### src/rtl/ett_pkg.sv
// Shared types, codes and helpers for the event trap table.
package ett_pkg;

    localparam int unsigned CMD_W  = 4;
    localparam int unsigned KIND_W = 3;
    localparam int unsigned SUB_W  = 8;
    localparam int unsigned HDL_W  = 16;
    localparam int unsigned TPS_W  = 16;
    localparam int unsigned ELAP_W = 32;

    localparam logic [TPS_W-1:0] TPS_RESET = 16'd1000;

    // command codes
    localparam logic [CMD_W-1:0] CMD_SET      = 4'd0;
    localparam logic [CMD_W-1:0] CMD_ENABLE   = 4'd1;
    localparam logic [CMD_W-1:0] CMD_DISABLE  = 4'd2;
    localparam logic [CMD_W-1:0] CMD_SUSPEND  = 4'd3;
    localparam logic [CMD_W-1:0] CMD_EN_ALL   = 4'd4;
    localparam logic [CMD_W-1:0] CMD_DIS_ALL  = 4'd5;
    localparam logic [CMD_W-1:0] CMD_SUSP_ALL = 4'd6;
    localparam logic [CMD_W-1:0] CMD_KEY      = 4'd7;
    localparam logic [CMD_W-1:0] CMD_PEN      = 4'd8;
    localparam logic [CMD_W-1:0] CMD_ERROR    = 4'd9;
    localparam logic [CMD_W-1:0] CMD_TRIGGER  = 4'd10;
    localparam logic [CMD_W-1:0] CMD_TICK     = 4'd11;
    localparam logic [CMD_W-1:0] CMD_POLL     = 4'd12;
    localparam logic [CMD_W-1:0] CMD_CLEAR    = 4'd13;

    // event kinds
    localparam logic [KIND_W-1:0] KIND_KEY   = 3'd0;
    localparam logic [KIND_W-1:0] KIND_ERROR = 3'd1;
    localparam logic [KIND_W-1:0] KIND_TIMER = 3'd2;
    localparam logic [KIND_W-1:0] KIND_PEN   = 3'd3;
    localparam logic [KIND_W-1:0] KIND_PLAY  = 3'd4;
    localparam logic [KIND_W-1:0] KIND_LAST  = 3'd6;

    // scan codes
    localparam logic [7:0] SC_F1    = 8'd58;
    localparam logic [7:0] SC_F10   = 8'd67;
    localparam logic [7:0] SC_UP    = 8'd82;
    localparam logic [7:0] SC_LEFT  = 8'd80;
    localparam logic [7:0] SC_RIGHT = 8'd79;
    localparam logic [7:0] SC_DOWN  = 8'd81;
    localparam logic [7:0] SC_INS   = 8'd73;
    localparam logic [7:0] SC_DEL   = 8'd76;
    localparam logic [7:0] SC_HOME  = 8'd74;
    localparam logic [7:0] SC_END   = 8'd77;
    localparam logic [7:0] SC_PGUP  = 8'd75;
    localparam logic [7:0] SC_PGDN  = 8'd78;

    // key numbers
    localparam logic [SUB_W-1:0] KEY_NONE     = 8'd0;
    localparam logic [SUB_W-1:0] KEY_UP       = 8'd11;
    localparam logic [SUB_W-1:0] KEY_LEFT     = 8'd12;
    localparam logic [SUB_W-1:0] KEY_RIGHT    = 8'd13;
    localparam logic [SUB_W-1:0] KEY_DOWN     = 8'd14;
    localparam logic [SUB_W-1:0] KEY_INS      = 8'd15;
    localparam logic [SUB_W-1:0] KEY_DEL      = 8'd16;
    localparam logic [SUB_W-1:0] KEY_CUR_HOME = 8'd17;
    localparam logic [SUB_W-1:0] KEY_END      = 8'd18;
    localparam logic [SUB_W-1:0] KEY_PGUP     = 8'd19;
    localparam logic [SUB_W-1:0] KEY_PGDN     = 8'd20;

    typedef enum logic [3:0] {
        OP_NONE, OP_SET, OP_EN, OP_DIS, OP_SUSP, OP_EN_ALL, OP_DIS_ALL,
        OP_SUSP_ALL, OP_RAISE, OP_TICK, OP_POLL, OP_CLEAR
    } t_op;

    typedef enum logic [3:0] {
        S_IDLE, S_DISPATCH, S_TCHK, S_LOOK, S_APPLY, S_PSCAN, S_PDATA,
        S_SUM, S_DONE
    } t_state;

    typedef struct packed {
        logic [CMD_W-1:0]  command;
        logic [KIND_W-1:0] event_kind;
        logic [SUB_W-1:0]  sub_event;
        logic [HDL_W-1:0]  handler_in;
        logic [15:0]       interval_seconds;
        logic [7:0]        scan_code;
        logic              pressed;
    } t_req;

    typedef struct packed {
        logic [HDL_W-1:0]  handler_out;
        logic [KIND_W-1:0] fired_kind;
        logic [SUB_W-1:0]  fired_sub;
        logic              table_full;
        logic              any_active;
        logic              any_pending;
    } t_rsp;

    typedef struct packed {
        logic [KIND_W-1:0] kind;
        logic [SUB_W-1:0]  sub;
        logic [HDL_W-1:0]  handler;
    } t_slot;

    // controller -> datapath
    typedef struct packed {
        logic latch;
        logic idx_clr;
        logic look;
        logic apply;
        logic tchk;
        logic pscan;
        logic pdata;
        logic sum;
    } t_ctl;

    // datapath -> controller
    typedef struct packed {
        t_op  op;
        logic look_done;
        logic timer_due;
        logic pscan_hit;
        logic scan_end;
    } t_sts;

    function automatic logic [SUB_W-1:0] key_of_scan(input logic [7:0] sc);
        logic [SUB_W-1:0] k;
        k = KEY_NONE;
        if (sc >= SC_F1 && sc <= SC_F10) begin
            k = sc - (SC_F1 - 8'd1);
        end else begin
            case (sc)
                SC_UP:    k = KEY_UP;
                SC_LEFT:  k = KEY_LEFT;
                SC_RIGHT: k = KEY_RIGHT;
                SC_DOWN:  k = KEY_DOWN;
                SC_INS:   k = KEY_INS;
                SC_DEL:   k = KEY_DEL;
                SC_HOME:  k = KEY_CUR_HOME;
                SC_END:   k = KEY_END;
                SC_PGUP:  k = KEY_PGUP;
                SC_PGDN:  k = KEY_PGDN;
                default:  k = KEY_NONE;
            endcase
        end
        return k;
    endfunction

endpackage

### src/rtl/ett_ctrl.sv
// Sequencing state machine for the event trap table.
module ett_ctrl
    import ett_pkg::*;
(
    input  logic i_clk,
    input  logic i_rst_n,
    input  logic start,
    output logic busy,
    output logic o_strobe,
    output t_ctl o_ctl,
    input  t_sts i_sts
);

    t_state r_state;
    t_state n_state;

    always_ff @(posedge i_clk) begin
        if (!i_rst_n) begin
            r_state <= S_IDLE;
        end else begin
            r_state <= n_state;
        end
    end

    always_comb begin
        n_state = r_state;
        case (r_state)
            S_IDLE: begin
                if (start) n_state = S_DISPATCH;
            end
            S_DISPATCH: begin
                case (i_sts.op)
                    OP_POLL: n_state = S_TCHK;
                    OP_SET, OP_EN, OP_DIS, OP_SUSP, OP_RAISE: n_state = S_LOOK;
                    default: n_state = S_APPLY;
                endcase
            end
            S_TCHK: begin
                n_state = i_sts.timer_due ? S_LOOK : S_PSCAN;
            end
            S_LOOK: begin
                if (i_sts.look_done) n_state = S_APPLY;
            end
            S_APPLY: begin
                n_state = (i_sts.op == OP_POLL) ? S_PSCAN : S_SUM;
            end
            S_PSCAN: begin
                if (i_sts.pscan_hit) n_state = S_PDATA;
                else if (i_sts.scan_end) n_state = S_SUM;
            end
            S_PDATA: n_state = S_SUM;
            S_SUM: begin
                if (i_sts.scan_end) n_state = S_DONE;
            end
            S_DONE:  n_state = S_IDLE;
            default: n_state = S_IDLE;
        endcase
    end

    always_comb begin
        o_ctl    = '0;
        busy     = 1'b1;
        o_strobe = 1'b0;
        case (r_state)
            S_IDLE: begin
                busy        = 1'b0;
                o_ctl.latch = start;
            end
            S_DISPATCH: o_ctl.idx_clr = 1'b1;
            S_TCHK: begin
                o_ctl.tchk    = 1'b1;
                o_ctl.idx_clr = 1'b1;
            end
            S_LOOK: o_ctl.look = 1'b1;
            S_APPLY: begin
                o_ctl.apply   = 1'b1;
                o_ctl.idx_clr = 1'b1;
            end
            S_PSCAN: begin
                o_ctl.pscan   = 1'b1;
                o_ctl.idx_clr = i_sts.scan_end && !i_sts.pscan_hit;
            end
            S_PDATA: begin
                o_ctl.pdata   = 1'b1;
                o_ctl.idx_clr = 1'b1;
            end
            S_SUM:  o_ctl.sum = 1'b1;
            S_DONE: o_strobe = 1'b1;
            default: ;
        endcase
    end

    a_strobe_then_idle: assert property (@(posedge i_clk) disable iff (!i_rst_n)
        o_strobe |=> !busy)
        else $error("strobe not followed by idle");

    a_no_accept_busy: assert property (@(posedge i_clk) disable iff (!i_rst_n)
        (busy && !o_strobe) |=> !o_ctl.latch)
        else $error("request latched while working");

    a_look_to_apply: assert property (@(posedge i_clk) disable iff (!i_rst_n)
        (o_ctl.look && i_sts.look_done) |=> o_ctl.apply)
        else $error("lookup did not hand over to apply");

endmodule

### src/rtl/ett_datapath.sv
// Slot table, flags, timer and scan logic for the event trap table.
module ett_datapath
    import ett_pkg::*;
#(
    parameter int unsigned TRAP_SLOTS = 32
) (
    input  logic             i_clk,
    input  logic             i_rst_n,
    input  t_ctl             i_ctl,
    output t_sts             o_sts,
    input  t_req             i_request,
    input  logic             i_cfg_we,
    input  logic [TPS_W-1:0] i_cfg_data,
    output t_rsp             o_result
);

    localparam int unsigned IDX_W = $clog2(TRAP_SLOTS);
    localparam int unsigned CNT_W = $clog2(TRAP_SLOTS + 1);
    localparam logic [CNT_W-1:0] SLOTS_CNT = CNT_W'(TRAP_SLOTS);

    // slot key and handler store; read data is used only for entries below the fill count
    t_slot mem [0:TRAP_SLOTS-1];
    t_slot r_mem_q;

    logic [TRAP_SLOTS-1:0] r_en;
    logic [TRAP_SLOTS-1:0] r_susp;
    logic [TRAP_SLOTS-1:0] r_pend;
    logic [CNT_W-1:0]      r_used_cnt;

    logic [TPS_W-1:0]  r_tps;
    logic              r_running;
    logic [15:0]       r_period;
    logic [ELAP_W-1:0] r_elapsed;
    logic [ELAP_W-1:0] r_thresh;

    t_op               r_op;
    logic [KIND_W-1:0] r_kind;
    logic [SUB_W-1:0]  r_sub;
    logic [HDL_W-1:0]  r_handler;
    logic [15:0]       r_interval;

    logic [CNT_W-1:0]  r_idx;
    logic              r_rd_vld;
    logic [IDX_W-1:0]  r_rd_idx;
    logic              r_hit;
    logic [IDX_W-1:0]  r_hit_idx;

    logic [HDL_W-1:0]  r_h_out;
    logic [KIND_W-1:0] r_k_out;
    logic [SUB_W-1:0]  r_s_out;
    logic              r_full;
    logic              r_act;
    logic              r_pany;

    t_op               n_op;
    logic [KIND_W-1:0] n_kind;
    logic [SUB_W-1:0]  n_sub;

    logic [IDX_W-1:0]  idx_a;
    logic              scan_end;
    logic              cand;
    logic              pscan_hit;
    logic              lk_hit_now;
    logic              timer_due;
    logic              set_ok;
    logic [IDX_W-1:0]  w_idx;
    logic [SUB_W-1:0]  key_num;
    logic [SUB_W-1:0]  norm_sub;

    // request decode
    always_comb begin
        key_num  = key_of_scan(i_request.scan_code);
        norm_sub = (i_request.event_kind >= KIND_ERROR && i_request.event_kind <= KIND_PLAY)
                   ? '0 : i_request.sub_event;
        n_op   = OP_NONE;
        n_kind = i_request.event_kind;
        n_sub  = norm_sub;
        case (i_request.command)
            CMD_SET:      if (i_request.event_kind <= KIND_LAST) n_op = OP_SET;
            CMD_ENABLE:   if (i_request.event_kind <= KIND_LAST) n_op = OP_EN;
            CMD_DISABLE:  if (i_request.event_kind <= KIND_LAST) n_op = OP_DIS;
            CMD_SUSPEND:  if (i_request.event_kind <= KIND_LAST) n_op = OP_SUSP;
            CMD_EN_ALL:   n_op = OP_EN_ALL;
            CMD_DIS_ALL:  n_op = OP_DIS_ALL;
            CMD_SUSP_ALL: n_op = OP_SUSP_ALL;
            CMD_KEY: begin
                n_kind = KIND_KEY;
                n_sub  = key_num;
                if (i_request.pressed && key_num != KEY_NONE) n_op = OP_RAISE;
            end
            CMD_PEN: begin
                n_kind = KIND_PEN;
                n_sub  = '0;
                if (i_request.pressed) n_op = OP_RAISE;
            end
            CMD_ERROR: begin
                n_kind = KIND_ERROR;
                n_sub  = '0;
                n_op   = OP_RAISE;
            end
            CMD_TRIGGER:  if (i_request.event_kind <= KIND_LAST) n_op = OP_RAISE;
            CMD_TICK:     n_op = OP_TICK;
            CMD_POLL: begin
                // poll searches for the timer slot if the interval ran out
                n_kind = KIND_TIMER;
                n_sub  = '0;
                n_op   = OP_POLL;
            end
            CMD_CLEAR:    n_op = OP_CLEAR;
            default:      n_op = OP_NONE;
        endcase
    end

    assign idx_a      = r_idx[IDX_W-1:0];
    assign scan_end   = (r_idx == r_used_cnt);
    assign cand       = r_pend[idx_a] & r_en[idx_a] & ~r_susp[idx_a];
    assign pscan_hit  = !scan_end && cand;
    assign lk_hit_now = r_rd_vld && (r_mem_q.kind == r_kind) && (r_mem_q.sub == r_sub);
    assign timer_due  = r_running && (r_elapsed >= r_thresh);
    assign set_ok     = r_hit || (r_used_cnt != SLOTS_CNT);
    assign w_idx      = r_hit ? r_hit_idx : r_used_cnt[IDX_W-1:0];

    assign o_sts.op        = r_op;
    assign o_sts.look_done = lk_hit_now || (scan_end && !r_rd_vld);
    assign o_sts.timer_due = timer_due;
    assign o_sts.pscan_hit = pscan_hit;
    assign o_sts.scan_end  = scan_end;

    // request latch
    always_ff @(posedge i_clk) begin
        if (!i_rst_n) begin
            r_op <= OP_NONE;
        end else if (i_ctl.latch) begin
            r_op <= n_op;
        end
    end

    always_ff @(posedge i_clk) begin
        if (i_ctl.latch) begin
            r_kind     <= n_kind;
            r_sub      <= n_sub;
            r_handler  <= i_request.handler_in;
            r_interval <= i_request.interval_seconds;
        end
    end

    always_ff @(posedge i_clk) begin
        if (!i_rst_n) begin
            r_tps <= TPS_RESET;
        end else if (i_cfg_we) begin
            r_tps <= i_cfg_data;
        end
    end

    // slot store: one write in apply, one registered read at the scan index
    always_ff @(posedge i_clk) begin
        if (i_ctl.apply && r_op == OP_SET && set_ok) begin
            mem[w_idx] <= '{kind: r_kind, sub: r_sub, handler: r_handler};
        end
        r_mem_q <= mem[idx_a];
    end

    // scan index and lookup result
    always_ff @(posedge i_clk) begin
        if (!i_rst_n) begin
            r_idx     <= '0;
            r_rd_vld  <= 1'b0;
            r_rd_idx  <= '0;
            r_hit     <= 1'b0;
            r_hit_idx <= '0;
        end else if (i_ctl.idx_clr) begin
            r_idx    <= '0;
            r_rd_vld <= 1'b0;
            r_hit    <= 1'b0;
        end else if (i_ctl.look) begin
            if (!scan_end) r_idx <= r_idx + 1'b1;
            r_rd_vld <= !scan_end;
            r_rd_idx <= idx_a;
            if (lk_hit_now && !r_hit) begin
                r_hit     <= 1'b1;
                r_hit_idx <= r_rd_idx;
            end
        end else if (i_ctl.pscan) begin
            // hold on a hit so the store read lands on the fired slot
            if (!scan_end && !cand) r_idx <= r_idx + 1'b1;
        end else if (i_ctl.sum) begin
            if (!scan_end) r_idx <= r_idx + 1'b1;
        end
    end

    // per-slot flags
    always_ff @(posedge i_clk) begin
        if (!i_rst_n) begin
            r_en   <= '0;
            r_susp <= '0;
            r_pend <= '0;
        end else if (i_ctl.apply) begin
            case (r_op)
                OP_SET: begin
                    if (set_ok) begin
                        r_en[w_idx]   <= 1'b1;
                        r_susp[w_idx] <= 1'b0;
                        r_pend[w_idx] <= 1'b0;
                    end
                end
                OP_EN: begin
                    if (r_hit) begin
                        r_en[r_hit_idx]   <= 1'b1;
                        r_susp[r_hit_idx] <= 1'b0;
                    end
                end
                OP_DIS: begin
                    if (r_hit) begin
                        r_en[r_hit_idx]   <= 1'b0;
                        r_susp[r_hit_idx] <= 1'b0;
                        r_pend[r_hit_idx] <= 1'b0;
                    end
                end
                OP_SUSP: begin
                    if (r_hit) r_susp[r_hit_idx] <= 1'b1;
                end
                OP_EN_ALL: begin
                    r_en   <= '1;
                    r_susp <= '0;
                end
                OP_DIS_ALL, OP_CLEAR: begin
                    r_en   <= '0;
                    r_susp <= '0;
                    r_pend <= '0;
                end
                OP_SUSP_ALL: r_susp <= '1;
                OP_RAISE, OP_POLL: begin
                    if (r_hit && r_en[r_hit_idx] && !r_susp[r_hit_idx]) begin
                        r_pend[r_hit_idx] <= 1'b1;
                    end
                end
                default: ;
            endcase
        end else if (i_ctl.pscan && pscan_hit) begin
            r_pend[idx_a] <= 1'b0;
        end
    end

    // fill count and timer
    always_ff @(posedge i_clk) begin
        if (!i_rst_n) begin
            r_used_cnt <= '0;
            r_running  <= 1'b0;
            r_period   <= '0;
            r_elapsed  <= '0;
        end else if (i_ctl.apply) begin
            case (r_op)
                OP_SET: begin
                    if (set_ok && !r_hit) r_used_cnt <= r_used_cnt + 1'b1;
                    if (set_ok && r_kind == KIND_TIMER) begin
                        r_period  <= r_interval;
                        r_elapsed <= '0;
                        r_running <= 1'b1;
                    end
                end
                OP_DIS_ALL: r_running <= 1'b0;
                OP_CLEAR: begin
                    r_used_cnt <= '0;
                    r_running  <= 1'b0;
                end
                OP_TICK: begin
                    if (r_elapsed != '1) r_elapsed <= r_elapsed + 1'b1;
                end
                default: ;
            endcase
        end else if (i_ctl.tchk && timer_due) begin
            r_elapsed <= '0;
        end
    end

    // firing threshold, registered from the period and the tick rate
    always_ff @(posedge i_clk) begin
        r_thresh <= ELAP_W'({16'b0, r_period} * {16'b0, r_tps});
    end

    // result
    always_ff @(posedge i_clk) begin
        if (i_ctl.latch) begin
            r_h_out <= '0;
            r_k_out <= '0;
            r_s_out <= '0;
            r_full  <= 1'b0;
            r_act   <= 1'b0;
            r_pany  <= 1'b0;
        end else begin
            if (i_ctl.apply && r_op == OP_SET && !set_ok) r_full <= 1'b1;
            if (i_ctl.pdata) begin
                r_h_out <= r_mem_q.handler;
                r_k_out <= r_mem_q.kind;
                r_s_out <= r_mem_q.sub;
            end
            if (i_ctl.sum && !scan_end) begin
                r_act  <= r_act | (r_en[idx_a] & ~r_susp[idx_a]);
                r_pany <= r_pany | cand;
            end
        end
    end

    assign o_result.handler_out = r_h_out;
    assign o_result.fired_kind  = r_k_out;
    assign o_result.fired_sub   = r_s_out;
    assign o_result.table_full  = r_full;
    assign o_result.any_active  = r_act;
    assign o_result.any_pending = r_pany;

    a_used_bound: assert property (@(posedge i_clk) disable iff (!i_rst_n)
        r_used_cnt <= SLOTS_CNT)
        else $error("fill count beyond table size");

    a_timer_restart: assert property (@(posedge i_clk) disable iff (!i_rst_n)
        (i_ctl.tchk && timer_due) |=> (r_elapsed == '0))
        else $error("timer fired without restart");

    a_fire_clears: assert property (@(posedge i_clk) disable iff (!i_rst_n)
        (i_ctl.pscan && pscan_hit) |=> !r_pend[$past(idx_a)])
        else $error("fired slot still pending");

    a_idx_bound: assert property (@(posedge i_clk) disable iff (!i_rst_n)
        r_idx <= r_used_cnt)
        else $error("scan index past fill count");

endmodule

### src/rtl/event_trap_table_top.sv
// Top level of the event trap table: controller plus datapath.
//
//   channel   direction  handshake           payload
//   request   in         start / busy        i_request  (t_req)
//   result    out        o_strobe            o_result   (t_rsp)
//   config    in         i_cfg_we            i_cfg_data (ticks per second)
//
// A request is taken when start is high and busy is low; its one result shows
// for a single cycle with o_strobe. A request holds busy through the cycle of
// its strobe. The slot scans step one entry a cycle; the lookup for set, enable,
// disable, suspend and event requests reads keys through the slot store's read
// port, and a poll that fires a slot reads its handler through the same port.
// Synchronous active-low reset empties the table and stops the timer.
// The receiver cannot stall the result.
module event_trap_table_top
    import ett_pkg::*;
#(
    parameter int unsigned TRAP_SLOTS = 32
) (
    input  logic             i_clk,
    input  logic             i_rst_n,
    input  logic             start,
    output logic             busy,
    input  t_req             i_request,
    output logic             o_strobe,
    output t_rsp             o_result,
    input  logic             i_cfg_we,
    input  logic [TPS_W-1:0] i_cfg_data
);

    t_ctl ctl;
    t_sts sts;

    ett_ctrl u_ctrl (
        .i_clk    (i_clk),
        .i_rst_n  (i_rst_n),
        .start    (start),
        .busy     (busy),
        .o_strobe (o_strobe),
        .o_ctl    (ctl),
        .i_sts    (sts)
    );

    ett_datapath #(
        .TRAP_SLOTS (TRAP_SLOTS)
    ) u_datapath (
        .i_clk      (i_clk),
        .i_rst_n    (i_rst_n),
        .i_ctl      (ctl),
        .o_sts      (sts),
        .i_request  (i_request),
        .i_cfg_we   (i_cfg_we),
        .i_cfg_data (i_cfg_data),
        .o_result   (o_result)
    );

endmodule

### config.mk
export PLATFORM = sky130hd
export DESIGN_NAME = event_trap_table_top
export DESIGN_NICKNAME = d
export VERILOG_FILES = /design/src/rtl/ett_pkg.sv /design/src/rtl/ett_ctrl.sv /design/src/rtl/ett_datapath.sv /design/src/rtl/event_trap_table_top.sv
export SDC_FILE = /design/constraint.sdc
export NUM_CORES = 2
export LEC_CHECK = 0
export BUFFER_PORTS_ARGS = -buffer_cell sky130_fd_sc_hd__buf_4
export CORE_MARGIN = 2
export CORE_UTILIZATION = 35
export CTS_BUF_LIST = sky130_fd_sc_hd__clkbuf_16
export DETAILED_ROUTE_END_ITERATION = 10
export PLACE_DENSITY = 0.5
export SLEW_MARGIN = 20
export SYNTH_ARGS = -nofsm -noshare
export SYNTH_HDL_FRONTEND = slang
export SYNTH_HIERARCHICAL = 1
export SYNTH_SLANG_ARGS = --single-unit
### constraint.sdc
create_clock -name i_clk -period 9.4 [get_ports i_clk]
set_input_delay 0.47 -clock i_clk [delete_from_list [all_inputs] [get_ports i_clk]]
set_output_delay 0.47 -clock i_clk [all_outputs]
set_load 0.02 [all_outputs]
==> impl_metrics.py <==
metrics = {
    "routing": {
        "wl_met1_um": 80700,
        "wl_per_cell_um": 26.5,
        "wl_met3_um": 15600,
        "top_layer_used": "met5",
        "drc_errors": 0,
        "wl_met2_um": 82500,
        "dr.pass1.iters": 6,
        "viasPerCell": 5.49,
        "drt_iter0_drc": 4127,
        "vias": 37900,
        "wl_um": 183000,
        "antenna_left": 0,
    },
    "clocking": {
        "clk_latency_ns": 0.78,
        "cts-resized-gates": 0,
        "postCtsSetupBuffers": 0,
        "htree_levels": 4,
        "clock-sinks": 1189,
        "cts_buffers": 135,
        "cts_root_buf": "clkbuf_16",
        "cts_hold_buf": 50,
        "cts_tree": "done",
        "clock_path_buffers": 3,
        "cts.reportedPaths.clkPinSlew_ns": 0.06,
    },
    "floorplanning": {
        "dieArea_mm2": 0.170,
        "start_util_pct": 35.3,
        "placementRows": 149,
        "die-height_um": 413,
        "die_w_um": 413,
        "core_area_mm2": 0.165,
        "ioPinCount": 108,
    },
    "cells_and_area": {
        "drive_above_1_share_pct": 14.6,
        "layout_common_cells": "edfxtp_1 (907), inv_1 (359), nand2_1 (333), nor2_1 (295), dfxtp_1 (280)",
        "layout_commonest_cell": "edfxtp_1",
        "area_delta_synth_final_pct": 14.1,
        "stdcell_area_mm2": 0.0667,
        "fin_nets": 5023,
    },
    "placed_design": {
        "io_buffers": 107,
        "placed_area_mm2": 0.0618,
        "gp_congestion": 0.899,
        "dpl.hpwl_um": 110000,
    },
    "grt": {
        "grt_max_degree": 109,
        "grt.overflow.total": 0,
        "grt_pass1_wl_um": 264000,
        "grt_pass1_vias": 37100,
        "grt_usage_pct": 21.4,
        "antenna_found_initial": 17,
    },
    "logic_synthesis": {
        "synth_area_leaders": "edfxtp_1 (47%), dfxtp_1 (9.7%), mux4_2 (8.7%)",
        "yosys_register_bits": 1189,
        "syn_nets": 4914,
        "yosysTopAreaCellShare_pct": 46.6,
        "avgSynthCellArea_um2": 13.0,
        "synth_cell_type_count": 87,
        "synth_edf_count": 907,
        "synthFlopType": "edfxtp_1",
        "synth_top_cell_by_area": "edfxtp_1",
        "yosys_warnings": 6,
        "yosysSeqAreaShare_pct": 56.3,
        "ys_async_sr_fraction_pct": 0,
        "synth_cells": 4496,
        "synth_area_mm2": 0.0584,
    },
    "setup_path": {
        "cp.arrival_ns": 7.36,
        "worstSetupStartpointType": "flip-flop",
        "r2r_slack_ns": 2.73,
        "cp-end-kind": "flip-flop",
        "critPathKind": "reg2reg",
        "timing.rr.end": "u_datapath/r_thresh[31]",
        "crit_required_ns": 10.10,
        "cp_max_fo": 17,
        "timing.rr.start": "u_datapath/r_tps[10]",
        "r2r_cells": 19,
    },
    "pwr": {
        "total_leakage_power_uw": 0.0229,
        "irDropWorstVdd_mv": 0.184,
        "power.density_mw_per_mm2": 184,
    },
    "run": {
        "maxCapViolCount": 0,
    },
    "hold_path": {
        "min_to": "u_datapath/r_sub[6]",
        "hp-class": "in2reg",
        "min_from": "i_request[47]",
        "hold_path_depth": 2,
    },
    "sta": {
        "achievable-frequency_mhz": 150,
        "fin_crit_ns": 6.67,
        "setup_tns_ns": 0,
        "fin_skew_ns": 0.0531,
        "finalMaxSlewViolations": 0,
        "fin_crit_sh_pct": 70.9,
        "rsz0062_at_grt": "false",
        "relSlewSlack_pct": 21.5,
        "final_hold_viol_count": 0,
        "tightest_slew_ns": 1.17,
        "finalSetupViolations": 0,
    },
    "status": {
        "outcome": "finished clean",
    },
}
synthesized netlist by cell type, types with 28 or more instances:
cell type  number
a31oi_1        43
and2_1        136
buf_1          35
o31ai_1        28
a21oi_1       257
nor2_1        335
mux4_2        227
dfxtp_1       282
clkbuf_1      198
inv_1         309
a22oi_1       106
nand3_1        70
nand2_1       335
ha_1          148
edfxtp_1      907
nor3_1         38
fa_1          194
nand4_1        52
o22ai_1        29
xnor2_1        38
o21ai_0       246
mux2i_1       145
area by class of cell:
class	count	area [um2]
well taps	2189	2740
multi-input cells	2726	23500
inverters	310	1170
clock inverters	114	991
flip-flops and latches	1189	32900
diodes	5	12.5
repair buffers	243	1960
fillers	15400	98700
clock buffers	135	3380
cells by family (layout without fill, tap and decap cells):
| kind of cell | count (synthesis) | after routing | share of synthesized area (%) |
|---|---|---|---|
| muxes | 374 | 374 | 11.3 |
| other | 0 | 5 | 0 |
| adders and majority gates | 342 | 342 | 9.81 |
| and+or+nand+nor | 1099 | 1099 | 8.92 |
| buffers and inverters | 581 | 802 | 4.03 |
| AOI/OAI and AO/OA | 854 | 854 | 8.85 |
| xor gates and xnor gates | 57 | 57 | 0.854 |
| DFF | 1189 | 1189 | 56.3 |
power by group:
group          switching (uW)  internal (uW)  leakage [uW]  total [uW]
logic                     575            261        0.0102         836
clock network            2270           2880       0.00229        5150
registers                 290           6010        0.0105        6300
total                    3130           9150        0.0229       12300
worst max-delay path by stage:
| stage | start | to | cells after the start |
|---|---|---|---|
| floorplan | u_datapath/r_tps[9] | u_datapath/r_thresh[31] | 23 |
| global placement | u_datapath/r_period[7] | u_datapath/r_thresh[31] | 21 |
| detailed placement | u_datapath/r_period[7] | u_datapath/r_thresh[31] | 21 |
| CTS | u_datapath/r_tps[10] | u_datapath/r_thresh[31] | 19 |
| global route | u_datapath/r_period[6] | u_datapath/r_thresh[31] | 21 |
| finish | u_datapath/r_tps[10] | u_datapath/r_thresh[31] | 19 |
state kept, by name (all words and copies together), names as in the netlist, 3 cells and up:
| register | flops |
|---|---|
| u_datapath/r_kind | 3 |
| u_datapath/r_handler | 16 |
| u_datapath/r_s_out | 8 |
| u_datapath/r_op | 4 |
| u_datapath/r_thresh | 32 |
| u_datapath/r_interval | 16 |
| u_datapath/r_elapsed | 32 |
| u_datapath/r_mem_q | 27 |
| u_datapath/r_sub | 8 |
| u_datapath/r_en | 32 |
| u_datapath/r_idx | 6 |
| u_datapath/r_used_cnt | 6 |
| u_ctrl/r_state | 4 |
| u_datapath/r_period | 16 |
| u_datapath/r_rd_idx | 5 |
| u_datapath/r_susp | 32 |
| u_datapath/r_pend | 32 |
| u_datapath/r_tps | 16 |
| u_datapath/r_hit_idx | 5 |
| u_datapath/r_h_out | 16 |
| u_datapath/mem | 864 |
| u_datapath/r_k_out | 3 |
metrics by stage:
stage          cells  power, uW  hold slack [ns]  util (%)  worst slack [ns]
2_1_floorplan   4496       6780            0.438         -              3.27
3_5_place_dp    6607       7230            0.462      37.4              2.75
5_1_grt         6907      12700           0.0233      40.3              2.30
3_3_place_gp    6607       7210            0.448      37.4              2.81
4_1_cts         6906      12400          0.00171      40.3              2.73
6_report        6911      12300           0.0624      40.3              2.73
metal layers:
metal	GRT usage, %	up-vias
met2	32.5	1401
met3	5.35	249
li1	-	16800
met5	0	-
met4	5.46	12
met1	30.5	19500
worst max-delay path: stages (launching register included):
cell and delay [ns]:
dfxtp_1 0.86, nand2_1 0.20, fa_1 0.58, inv_1 0.06, fa_1 0.55, fa_1 0.45, fa_1 0.48, fa_1 0.49
inv_1 0.08, fa_1 0.49, inv_1 0.04, ha_1 0.37, a21o_1 0.23, o21a_1 0.19, a2111oi_0 0.36, a31oi_1 0.22
or3b_1 0.39, a31o_2 0.23, a21oi_1 0.16, xnor2_1 0.13
No activity file was read; power rests on OpenSTA's default activity.
